### src/sv/occupancy_presence_monitor_macros.svh
// Assertion helpers for the presence monitor; all checks run on clk_i and
// are switched off while rst_ni is low.
`ifndef OCCUPANCY_PRESENCE_MONITOR_MACROS_SVH
`define OCCUPANCY_PRESENCE_MONITOR_MACROS_SVH

// Same-cycle implication.
`define OPM_ASSERT_NOW(label, ante, cons) \
  label: assert property (@(posedge clk_i) disable iff (!rst_ni) (ante) |-> (cons)) \
    else $error("occupancy_presence_monitor: check failed");

// Implication checked in the next cycle.
`define OPM_ASSERT_NEXT(label, ante, cons) \
  label: assert property (@(posedge clk_i) disable iff (!rst_ni) (ante) |=> (cons)) \
    else $error("occupancy_presence_monitor: check failed");

`endif

### src/sv/opm_pkg.sv
package opm_pkg;

  localparam int unsigned ForceW  = 12;
  localparam int unsigned WidthW  = 16;
  localparam int unsigned WindowW = 8;
  localparam int unsigned IdleW   = 16;
  localparam int unsigned CfgW    = 16;
  localparam int unsigned CfgIdxW = 2;

  localparam logic [ForceW-1:0]  ForceThreshReset  = 12'd819;
  localparam logic [WidthW-1:0]  MotionThreshReset = 16'd48;
  localparam logic [WindowW-1:0] WindowTicksReset  = 8'd3;
  localparam logic [IdleW-1:0]   IdleTimeoutReset  = 16'd600;

  typedef enum logic [1:0] {
    MSG_NONE  = 2'd0,
    MSG_WAKE  = 2'd1,
    MSG_SLEEP = 2'd2
  } msg_e;

  typedef enum logic [CfgIdxW-1:0] {
    CFG_FORCE_THRESHOLD    = 2'd0,
    CFG_MOTION_THRESHOLD   = 2'd1,
    CFG_WINDOW_TICKS       = 2'd2,
    CFG_IDLE_TIMEOUT_TICKS = 2'd3
  } cfg_reg_e;

  typedef struct packed {
    logic              action;
    logic              echo_seen;
    logic [WidthW-1:0] rise_time;
    logic [WidthW-1:0] fall_time;
    logic [ForceW-1:0] force_sample;
    logic              pir_level;
  } in_item_t;

  typedef struct packed {
    logic [1:0]        message;
    logic              present_now;
    logic [WidthW-1:0] motion_level;
    logic [WidthW-1:0] pulse_width;
  } out_item_t;

  typedef struct packed {
    logic [ForceW-1:0]  force_threshold;
    logic [WidthW-1:0]  motion_threshold;
    logic [WindowW-1:0] window_ticks;
    logic [IdleW-1:0]   idle_timeout_ticks;
  } cfg_t;

  typedef struct packed {
    logic monitoring;
    logic wake_sent;
    logic sleep_sent;
  } core_status_t;

endpackage

### src/sv/opm_in_if.sv
interface opm_in_if;
  logic             valid;
  logic             ready;
  opm_pkg::in_item_t data;

  modport source (output valid, output data, input ready);
  modport sink   (input valid, input data, output ready);
endinterface

### src/sv/opm_out_if.sv
interface opm_out_if;
  logic              valid;
  logic              ready;
  opm_pkg::out_item_t data;

  modport source (output valid, output data, input ready);
  modport sink   (input valid, input data, output ready);
endinterface

### src/sv/opm_cfg_regs.sv
module opm_cfg_regs (
  input  logic                         clk_i,
  input  logic                         rst_ni,
  input  logic                         cfg_we_i,
  input  logic [opm_pkg::CfgIdxW-1:0]  cfg_idx_i,
  input  logic [opm_pkg::CfgW-1:0]     cfg_wdata_i,
  output opm_pkg::cfg_t                cfg_o
);

  opm_pkg::cfg_t cfg_q;

  always_ff @(posedge clk_i or negedge rst_ni) begin
    if (!rst_ni) begin
      cfg_q.force_threshold    <= opm_pkg::ForceThreshReset;
      cfg_q.motion_threshold   <= opm_pkg::MotionThreshReset;
      cfg_q.window_ticks       <= opm_pkg::WindowTicksReset;
      cfg_q.idle_timeout_ticks <= opm_pkg::IdleTimeoutReset;
    end else if (cfg_we_i) begin
      unique case (opm_pkg::cfg_reg_e'(cfg_idx_i))
        opm_pkg::CFG_FORCE_THRESHOLD: begin
          cfg_q.force_threshold <= cfg_wdata_i[opm_pkg::ForceW-1:0];
        end
        opm_pkg::CFG_MOTION_THRESHOLD: begin
          cfg_q.motion_threshold <= cfg_wdata_i[opm_pkg::WidthW-1:0];
        end
        opm_pkg::CFG_WINDOW_TICKS: begin
          cfg_q.window_ticks <= cfg_wdata_i[opm_pkg::WindowW-1:0];
        end
        opm_pkg::CFG_IDLE_TIMEOUT_TICKS: begin
          cfg_q.idle_timeout_ticks <= cfg_wdata_i[opm_pkg::IdleW-1:0];
        end
        default: begin
        end
      endcase
    end
  end

  assign cfg_o = cfg_q;

endmodule

### src/sv/opm_in_stage.sv
module opm_in_stage (
  input  logic       clk_i,
  input  logic       rst_ni,
  opm_in_if.sink     in_i,
  opm_in_if.source   s1_o
);

  logic              valid_q;
  opm_pkg::in_item_t data_q;

  // Take a new word whenever the register is empty or drains this cycle.
  assign in_i.ready = !valid_q || s1_o.ready;

  always_ff @(posedge clk_i or negedge rst_ni) begin
    if (!rst_ni) begin
      valid_q <= 1'b0;
    end else if (in_i.ready) begin
      valid_q <= in_i.valid;
    end
  end

  always_ff @(posedge clk_i) begin
    if (in_i.ready && in_i.valid) begin
      data_q <= in_i.data;
    end
  end

  assign s1_o.valid = valid_q;
  assign s1_o.data  = data_q;

endmodule

### src/sv/opm_core.sv
module opm_core (
  input  logic                  clk_i,
  input  logic                  rst_ni,
  input  opm_pkg::cfg_t         cfg_i,
  opm_in_if.sink                s1_i,
  opm_out_if.source             res_o,
  output opm_pkg::core_status_t status_o
);

  logic                          monitoring_q, monitoring_d;
  logic [opm_pkg::WidthW-1:0]    curr_width_q, curr_width_d;
  logic [opm_pkg::WidthW-1:0]    prev_width_q, prev_width_d;
  logic [opm_pkg::WidthW-1:0]    motion_held_q, motion_held_d;
  logic [opm_pkg::WindowW-1:0]   window_count_q, window_count_d;
  logic                          presence_seen_q, presence_seen_d;
  logic [opm_pkg::IdleW-1:0]     idle_count_q, idle_count_d;
  logic                          wake_sent_q, wake_sent_d;
  logic                          sleep_sent_q, sleep_sent_d;

  logic                          take;
  logic                          rise_gt_fall;
  logic [opm_pkg::WidthW-1:0]    echo_width;
  logic [opm_pkg::WindowW-1:0]   window_inc;
  logic                          present;
  opm_pkg::msg_e                 msg;

  assign take = s1_i.valid && res_o.ready;

  assign rise_gt_fall = s1_i.data.rise_time > s1_i.data.fall_time;
  // A wrapped capture loses one count against plain subtraction.
  assign echo_width = s1_i.data.fall_time - s1_i.data.rise_time
                    - {{(opm_pkg::WidthW-1){1'b0}}, rise_gt_fall};
  assign window_inc = window_count_q + {{(opm_pkg::WindowW-1){1'b0}}, 1'b1};

  always_comb begin
    monitoring_d    = monitoring_q;
    curr_width_d    = curr_width_q;
    prev_width_d    = prev_width_q;
    motion_held_d   = motion_held_q;
    window_count_d  = window_count_q;
    presence_seen_d = presence_seen_q;
    idle_count_d    = idle_count_q;
    wake_sent_d     = wake_sent_q;
    sleep_sent_d    = sleep_sent_q;
    msg             = opm_pkg::MSG_NONE;
    present         = 1'b0;

    if (s1_i.data.action) begin
      msg          = opm_pkg::MSG_SLEEP;
      monitoring_d = 1'b1;
    end else if (monitoring_q) begin
      if (s1_i.data.echo_seen) begin
        // Equal captures hold the previous width.
        if (s1_i.data.rise_time != s1_i.data.fall_time) begin
          curr_width_d = echo_width;
        end
        motion_held_d = (prev_width_q > curr_width_d) ? (prev_width_q - curr_width_d)
                                                      : (curr_width_d - prev_width_q);
        prev_width_d  = curr_width_d;
      end

      present = (s1_i.data.force_sample > cfg_i.force_threshold) &&
                (s1_i.data.pir_level || (motion_held_d > cfg_i.motion_threshold));

      presence_seen_d = presence_seen_q || present;
      idle_count_d    = idle_count_q + {{(opm_pkg::IdleW-1){1'b0}}, 1'b1};
      window_count_d  = window_inc;

      if (window_inc == cfg_i.window_ticks) begin
        if (presence_seen_d) begin
          if (!wake_sent_q) begin
            wake_sent_d = 1'b1;
            msg         = opm_pkg::MSG_WAKE;
          end
          idle_count_d    = '0;
          presence_seen_d = 1'b0;
          sleep_sent_d    = 1'b0;
        end
        window_count_d = '0;
      end

      // Sleep overrides a wake on the same tick.
      if ((idle_count_d >= cfg_i.idle_timeout_ticks) && !sleep_sent_d) begin
        msg          = opm_pkg::MSG_SLEEP;
        idle_count_d = '0;
        sleep_sent_d = 1'b1;
      end
    end
  end

  always_ff @(posedge clk_i or negedge rst_ni) begin
    if (!rst_ni) begin
      monitoring_q    <= 1'b0;
      curr_width_q    <= '0;
      prev_width_q    <= '0;
      motion_held_q   <= '0;
      window_count_q  <= '0;
      presence_seen_q <= 1'b0;
      idle_count_q    <= '0;
      wake_sent_q     <= 1'b0;
      sleep_sent_q    <= 1'b0;
    end else if (take) begin
      monitoring_q    <= monitoring_d;
      curr_width_q    <= curr_width_d;
      prev_width_q    <= prev_width_d;
      motion_held_q   <= motion_held_d;
      window_count_q  <= window_count_d;
      presence_seen_q <= presence_seen_d;
      idle_count_q    <= idle_count_d;
      wake_sent_q     <= wake_sent_d;
      sleep_sent_q    <= sleep_sent_d;
    end
  end

  assign s1_i.ready             = res_o.ready;
  assign res_o.valid            = s1_i.valid;
  assign res_o.data.message     = msg;
  assign res_o.data.present_now = present;
  assign res_o.data.motion_level = motion_held_d;
  assign res_o.data.pulse_width  = curr_width_d;

  assign status_o.monitoring = monitoring_q;
  assign status_o.wake_sent  = wake_sent_q;
  assign status_o.sleep_sent = sleep_sent_q;

endmodule

### src/sv/opm_out_stage.sv
module opm_out_stage (
  input  logic        clk_i,
  input  logic        rst_ni,
  opm_out_if.sink     res_i,
  opm_out_if.source   out_o
);

  logic               valid_q;
  opm_pkg::out_item_t data_q;

  // Load whenever empty or the current word leaves this cycle.
  assign res_i.ready = !valid_q || out_o.ready;

  always_ff @(posedge clk_i or negedge rst_ni) begin
    if (!rst_ni) begin
      valid_q <= 1'b0;
    end else if (res_i.ready) begin
      valid_q <= res_i.valid;
    end
  end

  always_ff @(posedge clk_i) begin
    if (res_i.ready && res_i.valid) begin
      data_q <= res_i.data;
    end
  end

  assign out_o.valid = valid_q;
  assign out_o.data  = data_q;

endmodule

### src/sv/occupancy_presence_monitor.sv
// Occupancy presence monitor: takes one tick or button word per clock cycle
// while the output is not stalled and returns exactly one result word for
// each, via the input register, the core logic, then the result register.
// The sensor fusion, window and idle counters are combinational in the core
// and register as each word is taken; a stalled output holds the words in
// flight and stops in_i once the input register is full. Configuration writes
// are taken at any edge with cfg_we_i high and should be made while no word is in flight.
`include "occupancy_presence_monitor_macros.svh"

module occupancy_presence_monitor (
  input  logic                        clk_i,
  input  logic                        rst_ni,
  input  logic                        cfg_we_i,
  input  logic [opm_pkg::CfgIdxW-1:0] cfg_idx_i,
  input  logic [opm_pkg::CfgW-1:0]    cfg_wdata_i,
  opm_in_if.sink                      in_i,
  opm_out_if.source                   out_o
);

  opm_pkg::cfg_t         cfg;
  opm_pkg::core_status_t status;

  opm_in_if  s1_if ();
  opm_out_if res_if ();

  opm_cfg_regs u_cfg_regs (
    .clk_i       (clk_i),
    .rst_ni      (rst_ni),
    .cfg_we_i    (cfg_we_i),
    .cfg_idx_i   (cfg_idx_i),
    .cfg_wdata_i (cfg_wdata_i),
    .cfg_o       (cfg)
  );

  opm_in_stage u_in_stage (
    .clk_i  (clk_i),
    .rst_ni (rst_ni),
    .in_i   (in_i),
    .s1_o   (s1_if)
  );

  opm_core u_core (
    .clk_i    (clk_i),
    .rst_ni   (rst_ni),
    .cfg_i    (cfg),
    .s1_i     (s1_if),
    .res_o    (res_if),
    .status_o (status)
  );

  opm_out_stage u_out_stage (
    .clk_i  (clk_i),
    .rst_ni (rst_ni),
    .res_i  (res_if),
    .out_o  (out_o)
  );

  logic core_take;
  logic core_wake;

  assign core_take = res_if.valid && res_if.ready;
  assign core_wake = core_take && (res_if.data.message == opm_pkg::MSG_WAKE);

  `OPM_ASSERT_NOW(a_ready_when_out_free, (!out_o.valid || out_o.ready), in_i.ready)
  `OPM_ASSERT_NEXT(a_s1_held_on_stall, (s1_if.valid && out_o.valid && !out_o.ready), s1_if.valid)
  `OPM_ASSERT_NEXT(a_wake_sets_flag, core_wake, status.wake_sent)
  `OPM_ASSERT_NOW(a_wake_only_once, status.wake_sent, !core_wake)
  `OPM_ASSERT_NOW(a_no_presence_driving, (core_take && !status.monitoring), !res_if.data.present_now)

endmodule
### src/flat_wrapper.sv
// flat-port wrapper written by rule: the top's interface ports become plain ports
module occupancy_presence_monitor_flat 
  (clk_i, rst_ni, cfg_we_i, cfg_idx_i, cfg_wdata_i, in_i_valid, in_i_data, in_i_ready, out_o_valid, out_o_data, out_o_ready);
  opm_in_if in_i_i ();
  opm_out_if out_o_i ();
  input  logic clk_i;
  input  logic rst_ni;
  input  logic cfg_we_i;
  input  logic [opm_pkg::CfgIdxW-1:0] cfg_idx_i;
  input  logic [opm_pkg::CfgW-1:0] cfg_wdata_i;
  input wire logic [$bits(in_i_i.valid)-1:0] in_i_valid;
  input wire logic [$bits(in_i_i.data)-1:0] in_i_data;
  output wire logic [$bits(in_i_i.ready)-1:0] in_i_ready;
  output wire logic [$bits(out_o_i.valid)-1:0] out_o_valid;
  output wire logic [$bits(out_o_i.data)-1:0] out_o_data;
  input wire logic [$bits(out_o_i.ready)-1:0] out_o_ready;
  assign in_i_i.valid = in_i_valid;
  assign in_i_i.data = in_i_data;
  assign in_i_ready = in_i_i.ready;
  assign out_o_valid = out_o_i.valid;
  assign out_o_data = out_o_i.data;
  assign out_o_i.ready = out_o_ready;
  occupancy_presence_monitor u_core (.clk_i(clk_i), .rst_ni(rst_ni), .cfg_we_i(cfg_we_i), .cfg_idx_i(cfg_idx_i), .cfg_wdata_i(cfg_wdata_i), .in_i(in_i_i), .out_o(out_o_i));
endmodule
### config.mk
export PLATFORM = sky130hd
export DESIGN_NAME = occupancy_presence_monitor_flat
export DESIGN_NICKNAME = d
export VERILOG_FILES = /design/src/sv/opm_pkg.sv /design/src/sv/opm_in_if.sv /design/src/sv/opm_out_if.sv /design/src/sv/opm_cfg_regs.sv /design/src/sv/opm_in_stage.sv /design/src/sv/opm_core.sv /design/src/sv/opm_out_stage.sv /design/src/sv/occupancy_presence_monitor.sv /design/src/flat_wrapper.sv
export VERILOG_INCLUDE_DIRS = /design/src /design/src/sv
export SDC_FILE = /design/constraint.sdc
export NUM_CORES = 1
export LEC_CHECK = 0
export BUFFER_PORTS_ARGS = -buffer_cell sky130_fd_sc_hd__buf_2
export CORE_UTILIZATION = 55
export CTS_CLUSTER_DIAMETER = 150
export CTS_CLUSTER_SIZE = 12
export DETAILED_ROUTE_END_ITERATION = 8
export PLACE_DENSITY = 0.8
export SLEW_MARGIN = 20
export SYNTH_ARGS = -nofsm -noshare
export SYNTH_HDL_FRONTEND = slang
export SYNTH_SLANG_ARGS = --single-unit
### constraint.sdc
create_clock -name clk_i -period 10 [get_ports clk_i]
set_clock_uncertainty 0.05 [all_clocks]
set_input_delay 0.5 -clock clk_i [delete_from_list [all_inputs] [get_ports clk_i]]
set_output_delay 0.5 -clock clk_i [all_outputs]
set_load 0.01 [all_outputs]
==> results by stage, run 1 <==
Synthesis:
- The number of flops mapped to enable cells by yosys is 82.
- For this run, the register share of the synthesized area comes to 0.437.
- The number of register bits inferred by synthesis is 212.
- In the synthesized netlist the async set-or-reset flop fraction comes to 0.613.
- The portion of synthesized area spent on multiplexers is 0.0575.
- Of the total synthesized cell area, the portion taken by full adders, half adders and majority gates is 0.120.
- The mean instance size in the synthesized netlist is between 9 and 10 sq um.
- Of the total synthesized cell area, the portion taken by XOR and XNOR cells is 0.0227.
- By area, the combinational part of the netlist is dominated by compound AO/OA/AOI/OAI gates.
- Synthesis handed over a netlist of 1328 instances.
- The post-synthesis compound-gate area fraction is 0.166.
- The synthesized net count is about 1.5k.
- During synthesis, Yosys emitted a total of 0 warnings.
- The count of different cell masters after synthesis is 85.
- The post-synthesis instance area is 0.0131 sq mm.
- The most instantiated flip-flop cell in the synthesis netlist is sky130_fd_sc_hd__dfrtp_1.
- The simple-gate portion of the synthesized area is 0.142.

Die:
- Row generation in the floorplan step produced 56 rows.
- In this run the count of I/O pins placed on the die edge is 107.
- The die boundary height is 156 um.
- The die extent in x is 156 um.
- The initial utilization of the core area, before any placement, comes to 0.559.
- After floorplanning, the core was sized to cover approximately 0.023 sq mm.
- The die covers 0.0245 sq mm.

Worst setup path:
- For the worst setup path, the data required time is 10.41 ns.
- STA classifies the critical path endpoint as a flop.
- The largest single stage delay on the critical path is 0.56 ns.
- Across all register-to-register paths, the minimum setup slack is -0.02 ns.
- The worst register-to-register path ends at u_core.u_core.idle_count_q[2].
- The worst register-to-register path has a depth of 52.
- The maximum net fanout on the critical path is 8.
- The master of the slowest instance on the critical path is sky130_fd_sc_hd__fa_1.
- The kind of start point of the critical path is a flop.
- For the worst setup path, the data arrival time is approximately 10 ns.
- By startpoint and endpoint, the worst setup path is classified as flop to flop.
- The worst register-to-register path begins at u_core.u_in_stage.s1_o.data[30].

Global route:
- The initial antenna violation count is 1.
- The maximum number of pins on one net before global-route repair is 67.
- Global routing finished with a remaining overflow of 0.
- The via count of the first global-routing pass was 9879.
- The first global-routing pass estimated about 51000 um of wire.
- For this run, the total global-route usage over all layers was measured as 0.262.

Clocking:
- The number of buffers created by CTS is 21.
- The clock latency reported for the late side of the worst-skew pair is approximately 0.52 ns.
- For this design, the sink count on the clock tree is 212.
- In this run the deepest clock path goes through 3 buffers.
- After clock tree synthesis, the clock-pin slew on the worst setup and hold paths is 0.07 ns.
- The root buffer cell is sky130_fd_sc_hd__clkbuf_16.
- The post-cts hold buffer count is 0.
- In this run the number of H-tree levels came out at 1.
- TritonCTS built the clock tree.

Power:
- Total power for the finished layout comes to between 0.004 and 0.005 W.
- For this design the ratio of total power to cell area is roughly 290 mW/mm^2.
- The static leakage power is 7.14 nW.
- The peak ir drop on the vdd network is ~0.00016 V.

Timing:
- Setup violations remaining at the end of the flow were counted as 6.
- The worst path in the final design needs a cycle of between 10 and 15 ns, including I/O delays and setup.
- Based on the critical path, the design can be clocked at up to about 0.1 GHz.
- The number of slew-limit violations in the final report is 0.
- The final count of hold timing violations is 0.
- Setup repair after global routing could not meet its margin everywhere.
- In this run the tightest slew margin relative to its limit is 0.302.
- For the pin with the worst max-slew slack, the measured transition is 1.05 ns.
- Once routing completed, OpenROAD measured the worst setup slack at -0.0178 ns.
- The share of the clock period used by the worst path after layout is 1.00.
- The post-route setup TNS is -0.0473 ns.

Placed design:
- The placed standard-cell area is 0.0144 sq mm.
- The total of buffers placed on input and output ports is 106.
- The detailed-placement wirelength estimate is 22600 um.
- The cell total after placement is 1770.
- The placer's final routability congestion estimate is 0.894.
- The worst slack at placement is -0.274 ns.

Min path:
- The type of the most critical hold path is input pin to async pin.

Outcome:
- The checks that failed: negative setup slack.
- The run finished, with violations left.

Route:
- Dividing the detail-routed via count by the number of cells gives 5.72.
- The number of design rule violations left after detail routing is 0.
- In the final routed layout, each cell accounts on average for approximately 18 um.
- The detailed router finished its first iteration with 700 violations.
- The final layout contains routed wiring with a total length of 32500 um.
- The total via count after detailed routing is 10.5k.
- The detailed-router iteration count before antenna repair is 5.
- In this run the remaining antenna-violating nets after routing total 0.

Cells and area:
- In the final layout, the share of cells above drive strength 1 is 0.275.
- In the layout the commonest cells are sky130_fd_sc_hd__inv_1, sky130_fd_sc_hd__nand2_1, sky130_fd_sc_hd__dfrtp_1.
- The repair_antennas step left the layout with diodes totalling 0.
- The number of standard cells in the layout, taps in and fillers out is between 1.5k and 2k.
- The count of fill cells added during filler insertion is 1758.
- The most frequent standard cell in the layout excluding fill and tap cells is sky130_fd_sc_hd__inv_1.
- The total number of nets in the final design is 1701.
- Relative to the synthesized area, the layout overhead comes to 20.9%.
- After routing the design area is 0.0159 sq mm.

Job:
- The number of max-cap violations is 0.
[worst max path at each step]
stage	from	end	slack, ns	depth (start not counted)
after global routing	u_core.u_in_stage.s1_o.data[30]	u_core.u_core.idle_count_q[0]	-0.46	51
after global placement	u_core.u_in_stage.s1_o.data[14]	u_core.u_out_stage.out_o.data[34]	0.11	47
final	u_core.u_in_stage.s1_o.data[30]	u_core.u_core.idle_count_q[2]	-0.02	52
after CTS	u_core.u_in_stage.s1_o.data[14]	u_core.u_out_stage.out_o.data[34]	0.02	47
after detailed placement	u_core.u_in_stage.s1_o.data[14]	u_core.u_out_stage.out_o.data[34]	-0.27	47
after floorplan	u_core.u_in_stage.s1_o.data[31]	u_core.u_out_stage.out_o.data[34]	0.0002	46
[cells by family (layout without fill, tap and decap cells)]
logic type      count (synthesis)  count (layout)
compound gates                336             336
mux                            68              68
xor+xnor                       34              34
fa+ha+maj                     124             124
buf+inv                       181             375
flops                         212             212
simple gates                  373             373
[power breakdown]
part           internal (W)  total, W  switching, W
Combinational       0.00124   0.00260       0.00136
Sequential          0.00113   0.00127      0.000137
Clock              0.000411  0.000747      0.000336
Total               0.00278   0.00461       0.00183
[synth_stat cells (5+ instances only)]
cell	n	area, sq um
sky130_fd_sc_hd__inv_1	134	503
sky130_fd_sc_hd__dfrtp_1	116	2900
sky130_fd_sc_hd__or3_1	24	150
sky130_fd_sc_hd__nor2b_1	10	62.6
sky130_fd_sc_hd__o21bai_1	7	52.6
sky130_fd_sc_hd__and3_1	7	43.8
sky130_fd_sc_hd__o31ai_1	6	45.0
sky130_fd_sc_hd__mux2i_1	12	120
sky130_fd_sc_hd__nand2b_1	17	106
sky130_fd_sc_hd__nand3_1	26	130
sky130_fd_sc_hd__or2_2	14	87.6
sky130_fd_sc_hd__edfxtp_1	82	2460
sky130_fd_sc_hd__a22oi_1	5	37.5
sky130_fd_sc_hd__nor2_1	82	308
sky130_fd_sc_hd__a211oi_1	22	165
sky130_fd_sc_hd__xor2_1	15	131
sky130_fd_sc_hd__nand2_1	120	450
sky130_fd_sc_hd__mux2_2	55	619
sky130_fd_sc_hd__o21ai_0	93	465
sky130_fd_sc_hd__clkbuf_1	30	113
sky130_fd_sc_hd__a21o_1	34	255
sky130_fd_sc_hd__o21a_1	14	105
sky130_fd_sc_hd__a31oi_1	6	37.5
sky130_fd_sc_hd__and2_1	7	43.8
sky130_fd_sc_hd__o21ai_1	9	45.0
sky130_fd_sc_hd__o41ai_1	5	43.8
sky130_fd_sc_hd__dfstp_2	14	368
sky130_fd_sc_hd__xnor2_1	19	166
sky130_fd_sc_hd__a21boi_0	5	37.5
sky130_fd_sc_hd__a21oi_1	85	425
sky130_fd_sc_hd__nand4_1	15	93.8
sky130_fd_sc_hd__nor3_1	16	80.1
sky130_fd_sc_hd__ha_1	120	1500
sky130_fd_sc_hd__buf_2	9	45.0
sky130_fd_sc_hd__nor4_1	6	37.5
[worst max-delay path: cells and delay by family (launching register included)]
kind            cells  cell delay, ns
fa+ha+maj           7            2.16
simple gates       11            1.97
flops               1            0.43
mux                 1            0.31
buf+inv             8            1.10
compound gates     25            3.94
[through the flow]
stage	hold WS [ns]	utilization
after floorplan	0.154	-
after global placement	0.406	0.612
after detailed placement	0.421	0.612
after CTS	0.0857	0.654
after global routing	0.0956	0.676
final	0.0301	0.676
[layout make-up]
type	instances	area, sq um	share of cell area
repair buffers	202	1360	0.0857
flip-flops and latches	212	5730	0.361
multi-input cells	935	7250	0.457
inverters	135	507	0.0319
clock buffers	37	607	0.0383
clock inverters	1	8.76	0.000552
well taps	319	399	0.0252
[flip-flops by register name (all words and copies together) (netlist names)]
| name | flops |
|---|---|
| u_core.u_core.prev_width_q | 16 |
| u_core.u_core.curr_width_q | 16 |
| u_core.u_cfg_regs.cfg_o | 52 |
| u_core.u_core.presence_seen_q | 1 |
| u_core.u_core.monitoring_q | 1 |
| u_core.u_core.window_count_q | 8 |
| u_core.u_core.sleep_sent_q | 1 |
| u_core.u_core.idle_count_q | 16 |
| u_core.u_out_stage.out_o.valid | 1 |
| u_core.u_in_stage.s1_o.valid | 1 |
| u_core.u_core.motion_held_q | 16 |
| u_core.u_out_stage.out_o.data | 35 |
| u_core.u_in_stage.s1_o.data | 47 |
| u_core.u_core.wake_sent_q | 1 |
[routing by layer]
| layer | GRT usage | vias up | part of all wire |
|---|---|---|---|
| met5 | 0 | - | 0.00040 |
| met4 | 0.0742 | 2 | 0.027 |
| met3 | 0.0291 | 69 | 0.060 |
| met2 | 0.423 | 345 | 0.46 |
| met1 | 0.372 | 5045 | 0.46 |
| li1 | - | 5077 | - |
[what timing repair did]
| item | CTS | global route |
|---|---|---|
| hold endpoints to repair | 0 | 0 |
| resized for setup | 57 | 68 |
| buffers inserted | 12 | 18 |
| setup endpoints to repair | 19 | 19 |
| pin swaps | 33 | 52 |
| gates cloned | 2 | 1 |
(Power assumes the default switching activity.)
==> run 2, diff against run 1 <==
Settings changed: CORE_ASPECT_RATIO set to 1.25, HOLD_SLACK_MARGIN set to 0.06.
==> run 2 against run 1 <==
Net effect:
- the flow still finishes with violations (negative setup slack)
- hold slack gained 0.077 ns
- wire length grew 4.7%
- power shrank 4.9%
- critical path type unchanged
- setup slack lost 0.34 ns
- via count grew 2.0%
- non-clock buffer count grew 1
- maximum frequency shrank 3.3%
- largest cell class unchanged
- sequential cell count is the same
- critical path depth shrank 2
- highest routed layer is now met4
- sequential share of layout area grew 0.39 points
==> results by stage, run 2 (same netlist as run 1, synthesis figures left out) <==
Clocking:
- CTS placed an instance of sky130_fd_sc_hd__clkbuf_16 at the clock tree root.
- The maximum level of the CTS H-tree is 1 (unchanged).
- The number of buffers created by CTS was 21 (unchanged).
- The register clock-pin slew on the reported worst setup and hold paths is 0.06 ns (about the same).
- The clock latency reported for the late side of the worst-skew pair is 0.52 ns (about the same).
- The clock sink total is 212 (unchanged).
- The TritonCTS clock tree is built.
- The largest buffer count on any clock path is 3 (unchanged).

Worst setup path:
- In this run the critical register-to-register path is launched from u_core.u_in_stage.s1_o.data[30].
- The nature of the critical path endpoint is a flop.
- The delay of the slowest critical-path stage is 0.56 ns (about the same).
- The destination of the worst register-to-register timing path is u_core.u_core.idle_count_q[2].
- The maximum net fanout on the critical path is 8 (unchanged).
- The path depth of the worst reg2reg path is 50 (-3.8%).
- The required time of the critical path is 10.39 ns (-0.02 ns).
- The worst setup path category is flop to flop.
- The critical path data arrival time is 10.75 ns (+0.32 ns).
- The worst-case register-to-register setup slack is -0.36 ns (-0.34 ns).
- Among all stages on the critical path, the largest delay is contributed by sky130_fd_sc_hd__fa_1.
- STA classifies the critical path startpoint as a flop.

Power:
- The power per cell area is 279 mW/mm^2 (-3.9%).
- The peak ir drop on the vdd network is 0.000166 V (+6.8%).
- The static leakage power is 7.11 nW (-0.52%).

Cells and area:
- The total number of nets in the final design is 1702 (+0.059%).
- The library cell used most frequently in the layout, excluding fill and tap cells, is sky130_fd_sc_hd__inv_1.
- The total non-filler cell area in the finished layout is 0.0157 sq mm (-1.1%).
- The number of antenna repair diodes was 0 (unchanged).
- The flip-flop count of the largest register, all copies and words added is 52 (unchanged).
- The ratio of cells with drive above 1 in the final layout came to 0.263 (-0.0120).
- The core utilization of the finished layout came to 0.677 (+0.000811).
- The top cell types in the final layout, fill and taps aside, are sky130_fd_sc_hd__inv_1, sky130_fd_sc_hd__nand2_1, sky130_fd_sc_hd__dfrtp_1.
- The number of standard cells in the layout, taps in and fillers out is 1811 (-1.6%).
- The signed area change from the synthesized netlist to the final layout is 19.6%.

Global route:
- The met1 demand-to-capacity share in global routing is 0.305 (-0.0662).
- The global route total overflow came to 0 (unchanged).
- The peak-usage layer in the global routing report is met2.
- The first-pass GRT wire length is 52300 um (+3.3%).
- The global-route total usage across every layer is 0.272 (+0.0102).
- The initial antenna violation count was 0 (-1).
- The via count of the first global-routing pass is 10.6k (+7.5%).
- The maximum number of pins on one net before global-route repair is 77 (+15%).
- The met2 track demand over resource was 0.502 (+0.0790).
- The met3 capacity usage during global routing is 0.0356 (+0.00655).

Route:
- The via density per instance is 5.93 (+3.7%).
- The remaining antenna violation count after routing was 0 (unchanged).
- The post-detailed-route wirelength per cell is 18.8 um (+6.5%).
- The detailed-router iteration count before antenna repair was 5 (unchanged).
- The total via count after detailed routing came to 10.7k (+2.0%).
- The sum of routed wire length over all layers came to 34000 um (+4.7%).
- The first-iteration detailed-routing DRC count is 672 (-4.0%).
- The number of design rule violations left after detail routing came to 0 (unchanged).

Timing:
- The number of slew-limit violations in the final report is 0 (unchanged).
- The share of the clock period used by the worst path after layout came to 1.04 (+0.0339).
- The final count of hold timing violations is 0 (unchanged).
- The post-route minimum period is 10.36 ns (+0.339 ns).
- The setup violation total in the final timing report is 19 (+13).
- The slew of the pin with the lowest slew margin is 1.09 ns (+0.0445 ns).
- The worst-case hold slack was 0.107 ns (+0.0767 ns).
- Setup repair after global routing could not meet its margin everywhere.
- The worst setup margin was -0.356 ns (-0.339 ns).
- The maximum frequency from static timing analysis came to 0.0966 GHz (-3.3%).
- The max-slew headroom at the worst pin was 0.272 (-0.0297).

Placed design:
- The placer's final routability congestion estimate was 0.945 (+5.6%).
- The placed standard-cell area was 0.0142 sq mm (-1.3%).
- The detailed-placement wirelength estimate is 23400 um (+3.4%).
- The worst slack at placement was -0.267 ns (+0.00693 ns).
- The cell total after placement came to 1722 (-2.7%).
- The total of buffers placed on input and output ports is 106 (unchanged).

Die:
- The die extent in x is 140 um (-10%).
- The die boundary height came to 175 um (+12%).
- The effective utilization at floorplan was 0.566 (+0.00670).
- The number of rows created at floorplan is 62 (+11%).
- The area of the die is 0.0245 sq mm (about the same).
- The I/O pin count is 107 (unchanged).
- The placeable core region came to 0.0232 sq mm (-1.2%).

Min path:
- The instance count along the most critical hold path is 1.
- The type of the most critical hold path is input pin to flop.
- The start point of the worst hold path is in_i_data[14].
- The path with the worst hold slack has its endpoint at u_core.u_in_stage.s1_o.data[14].

Outcome:
- The run finished, with violations left.
- The checks that failed: negative setup slack.

Job:
- The number of max-cap violations is 0 (unchanged).
run 2: where the power goes:
group | total, W | internal (W) | leakage [nW] | switching [W]
clock network | 0.000748 | 0.000421 | 0.295 | 0.000327
logic | 0.00236 | 0.00107 | 4.54 | 0.00130
registers | 0.00127 | 0.00113 | 2.27 | 0.000142
total | 0.00439 | 0.00262 | 7.11 | 0.00177
run 2: timing repair:
| action | CTS | global route |
|---|---|---|
| gates resized for setup | 43 | 67 |
| cloned | 0 | 2 |
| hold buffers | 1 | 0 |
| setup buffers | 27 | 22 |
| pin swaps | 33 | 70 |
| setup endpoints to repair | 19 | 19 |
| endpoints found under the hold margin | 47 | 0 |
run 2: cell type report:
type / instances / area [sq um]
clock buffer: 36 / 582
clock inverter: 2 / 38.8
fill: 1717 / 7500
inverter: 135 / 507
multi-input combinational: 935 / 7150
sequential: 212 / 5730
tap: 288 / 360
timing repair buffer: 203 / 1330
run 2: through the flow:
stage,power (W),setup TNS (ns)
detailed placement,0.00332,-3.97
global route,0.00467,-11.04
floorplan,0.00264,0
global placement,0.00327,0
CTS,0.00421,0
finish,0.00439,-4.11
run 2: critical path: cells and delay by family, from the launching register on:
| kind | cells | cell delay [ns] |
|---|---|---|
| flip-flops | 1 | 0.46 |
| AND/OR/NAND/NOR | 11 | 2.39 |
| adder cells (fa/ha/maj) | 7 | 2.21 |
| multiplexers | 1 | 0.22 |
| AO/OA/AOI/OAI | 24 | 3.86 |
| buffers and inverters | 6 | 0.90 |
| XOR/XNOR | 1 | 0.19 |
run 2: per-layer routing:
layer  wire length [um]  vias up  part of all wire
li1                   -     5076                 -
met1              13100     5188              0.39
met2              17700      356              0.52
met3               1550      127             0.046
met4               1640        0             0.048
met5                  0        -                 0
run 2: worst max-delay path by stage:
stage / depth (start not counted) / to / start / slack [ns]
floorplan: 46 / u_core.u_out_stage.out_o.data[34] / u_core.u_in_stage.s1_o.data[31] / 0.0002
global placement: 47 / u_core.u_out_stage.out_o.data[34] / u_core.u_in_stage.s1_o.data[14] / 0.10
detailed placement: 48 / u_core.u_out_stage.out_o.data[34] / u_core.u_in_stage.s1_o.data[14] / -0.27
CTS: 47 / u_core.u_out_stage.out_o.data[34] / u_core.u_in_stage.s1_o.data[30] / 0.02
global route: 49 / u_core.u_core.idle_count_q[2] / u_core.u_in_stage.s1_o.data[14] / -0.65
finish: 50 / u_core.u_core.idle_count_q[2] / u_core.u_in_stage.s1_o.data[30] / -0.36
==> run 3, diff against run 2 <==
Settings changed: BUFFER_PORTS_ARGS -buffer_cell sky130_fd_sc_hd__buf_2 to not set, CORE_UTILIZATION 55 to 59, DONT_BUFFER_PORTS set to 1, PLACE_DENSITY 0.8 to 0.81, SLEW_MARGIN 20 to not set.
==> run 3 against run 2 <==
Net effect:
- the run still ends with negative setup slack left
- critical path type unchanged
- sequential power is essentially flat
- design area shrank 0.26%
- power grew 0.92%
- die area shrank 6.7%
==> results by stage, run 3 (same netlist as run 1, synthesis figures left out) <==
Timing:
- The setup violation total in the final timing report was 1 (-18).
- The worst-case hold slack was 0.0697 ns (-0.0371 ns).
- The post-route setup TNS came to -0.105 ns (+4.00 ns).
- The share of the clock period used by the worst path after layout was 1.01 (-0.0252).
- The final count of hold timing violations is 0 (unchanged).
- The number of slew-limit violations in the final report is 0 (unchanged).
- The max-slew headroom at the worst pin is 0.198 (-0.0740).
- The slew of the pin with the lowest slew margin is 1.20 ns (+0.111 ns).
- The maximum frequency from static timing analysis is 0.0990 GHz (+2.5%).
- The worst setup margin is -0.105 ns (+0.252 ns).
- Setup repair after global routing could not meet its margin everywhere.
- The post-route minimum period was 10.10 ns (-0.252 ns).

Worst setup path:
- In this run the worst setup path begins at u_core.u_in_stage.s1_o.data[42].
- The critical path data arrival time is 10.32 ns (-0.43 ns).
- The worst setup path is captured at a flop.
- In this run the worst setup path terminates at u_core.u_out_stage.out_o.data[34].
- The worst-case register-to-register setup slack is -0.10 ns (+0.25 ns).
- The kind of start point of the critical path is a flop.
- The required time of the critical path came to 10.22 ns (-0.17 ns).
- The startpoint identified for the worst register-to-register timing path is u_core.u_in_stage.s1_o.data[42].
- The path depth of the worst reg2reg path is 47 (-6.0%).
- The worst setup path category is flop to flop.
- The delay of the slowest critical-path stage is 0.53 ns (-0.03 ns).
- For this design, the slowest cell found on the critical path is sky130_fd_sc_hd__fa_1.
- The destination of the worst register-to-register timing path is u_core.u_out_stage.out_o.data[34].
- The maximum net fanout on the critical path came to 6 (-2).

Min path:
- The min-delay analysis places its worst path in the category input pin to flop.
- The start point of the worst hold path is in_i_valid.

Die:
- The die extent in x is 135 um (-3.4%).
- The number of rows created at floorplan is 60 (-3.2%).
- The I/O pin count is 107 (unchanged).
- The placeable core region was 0.0217 sq mm (-6.5%).
- The effective utilization at floorplan was 0.605 (+0.0391).
- The area of the die came to 0.0229 sq mm (-6.7%).
- The die boundary height is 169 um (-3.4%).

Route:
- The first-iteration detailed-routing DRC count is 783 (+17%).
- The post-detailed-route wirelength per cell is 20.6 um (+9.5%).
- The number of design rule violations left after detail routing is 0 (unchanged).
- The total via count after detailed routing is 10.8k (+0.44%).
- The detailed-router iteration count before antenna repair is 5 (unchanged).
- The sum of routed wire length over all layers is 35900 um (+5.7%).
- The via density per instance came to 6.18 (+4.1%).
- The remaining antenna violation count after routing was 0 (unchanged).

Clocking:
- The number of buffers created by CTS was 21 (unchanged).
- The register clock-pin slew on the reported worst setup and hold paths is 0.07 ns (about the same).
- TritonCTS built the clock tree.
- The clock latency reported for the late side of the worst-skew pair is 0.52 ns (about the same).
- The largest buffer count on any clock path is 3 (unchanged).
- The maximum level of the CTS H-tree came to 1 (unchanged).
- The clock sink total was 212 (unchanged).
- The root buffer cell is sky130_fd_sc_hd__clkbuf_16.

Cells and area:
- Leaving out fill and tap cells, the most frequent cell in the layout is sky130_fd_sc_hd__inv_1.
- The combined area of the multi-input logic cells was 0.00712 sq mm (-0.37%).
- The core utilization of the finished layout came to 0.722 (+0.0448).
- The number of antenna repair diodes came to 0 (unchanged).
- The flip-flop and latch area is 0.00573 sq mm (unchanged).
- The flip-flop count of the largest register, all copies and words added is 52 (unchanged).
- The total non-filler cell area in the finished layout is 0.0157 sq mm (-0.26%).
- The total number of nets in the final design came to 1649 (-3.1%).
- The signed area change from the synthesized netlist to the final layout is 19.3%.
- The ratio of cells with drive above 1 in the final layout is 0.200 (-0.0632).
- In the layout the commonest cells are sky130_fd_sc_hd__inv_1, sky130_fd_sc_hd__nand2_1, sky130_fd_sc_hd__dfrtp_1.
- The count of fill cells added during filler insertion is 1442 (-16%).

Global route:
- The initial antenna violation count is 0 (unchanged).
- The global route total overflow is 0 (unchanged).
- The via count of the first global-routing pass is 11.1k (+4.3%).
- The maximum number of pins on one net before global-route repair was 131 (+70%).
- The global-route total usage across every layer is 0.318 (+0.0463).
- The first-pass GRT wire length is 56500 um (+8.0%).

Power:
- The power per cell area is 283 mW/mm^2 (+1.2%).
- The peak ir drop on the vdd network is 0.000191 V (+15%).
- The static leakage power is 6.90 nW (-2.9%).

Outcome:
- The run finished, with violations left.
- The checks that failed: negative setup slack.

Placed design:
- The total of buffers placed on input and output ports is 0 (-100%).
- The worst slack at placement was -0.257 ns (+0.00975 ns).
- The detailed-placement wirelength estimate is 23300 um (-0.26%).
- The placed standard-cell area is 0.0137 sq mm (-3.5%).
- The placer's final routability congestion estimate was 0.966 (+2.3%).

Job:
- The number of max-cap violations is 0 (unchanged).
-- run 3: worst min path at each step --
stage / end / slack (ns) / depth (start not counted)
floorplan: u_core.u_cfg_regs.cfg_o[0] / 0.15 / 0
global placement: u_core.u_core.curr_width_q[0] / 0.16 / 0
detailed placement: u_core.u_core.curr_width_q[0] / 0.16 / 0
CTS: u_core.u_in_stage.s1_o.valid / 0.06 / 1
global route: u_core.u_in_stage.s1_o.valid / 0.06 / 1
finish: u_core.u_in_stage.s1_o.valid / 0.07 / 1
-- run 3: layout make-up --
class | instances | share of cell area
clock buffer | 35 | 0.0369
clock inverter | 2 | 0.00248
inverter | 135 | 0.0324
multi-input combinational | 935 | 0.455
sequential | 212 | 0.366
tap | 279 | 0.0223
timing repair buffer | 150 | 0.0848
-- run 3: per-stage QoR --
| stage | power [W] | cells |
|---|---|---|
| after floorplan | 0.00264 | 1328 |
| after global placement | 0.00323 | 1614 |
| after detailed placement | 0.00329 | 1614 |
| after CTS | 0.00423 | 1726 |
| after global routing | 0.00469 | 1748 |
| final | 0.00443 | 1748 |
-- run 3: power breakdown --
group,internal (W),switching (W),total (W)
registers,0.00114,0.000167,0.00130
logic,0.00108,0.00129,0.00237
clock network,0.000419,0.000338,0.000757
-- run 3: repair_timing --
| item | in CTS | in global routing |
|---|---|---|
| setup endpoints to repair | 19 | 19 |
| buffers inserted | 17 | 22 |
| endpoints found under the hold margin | 186 | 0 |
| resized for setup | 62 | 39 |
| hold buffers | 58 | 0 |
| pin swaps | 42 | 47 |
-- run 3: layer usage --
metal,part of all wire,GRT usage,vias to the layer above
li1,-,-,4958
met1,0.37,0.356,5259
met2,0.52,0.580,427
met3,0.052,0.0485,150
met4,0.055,0.162,0
met5,0,0,-
-- run 3: critical path, delay by kind of cell (launching register included) --
family	cells	cell delay, ns
AO/OA/AOI/OAI	21	3.97
AND/OR/NAND/NOR	16	2.88
adder cells (fa/ha/maj)	7	2.04
flip-flops	1	0.50
buffers and inverters	3	0.39
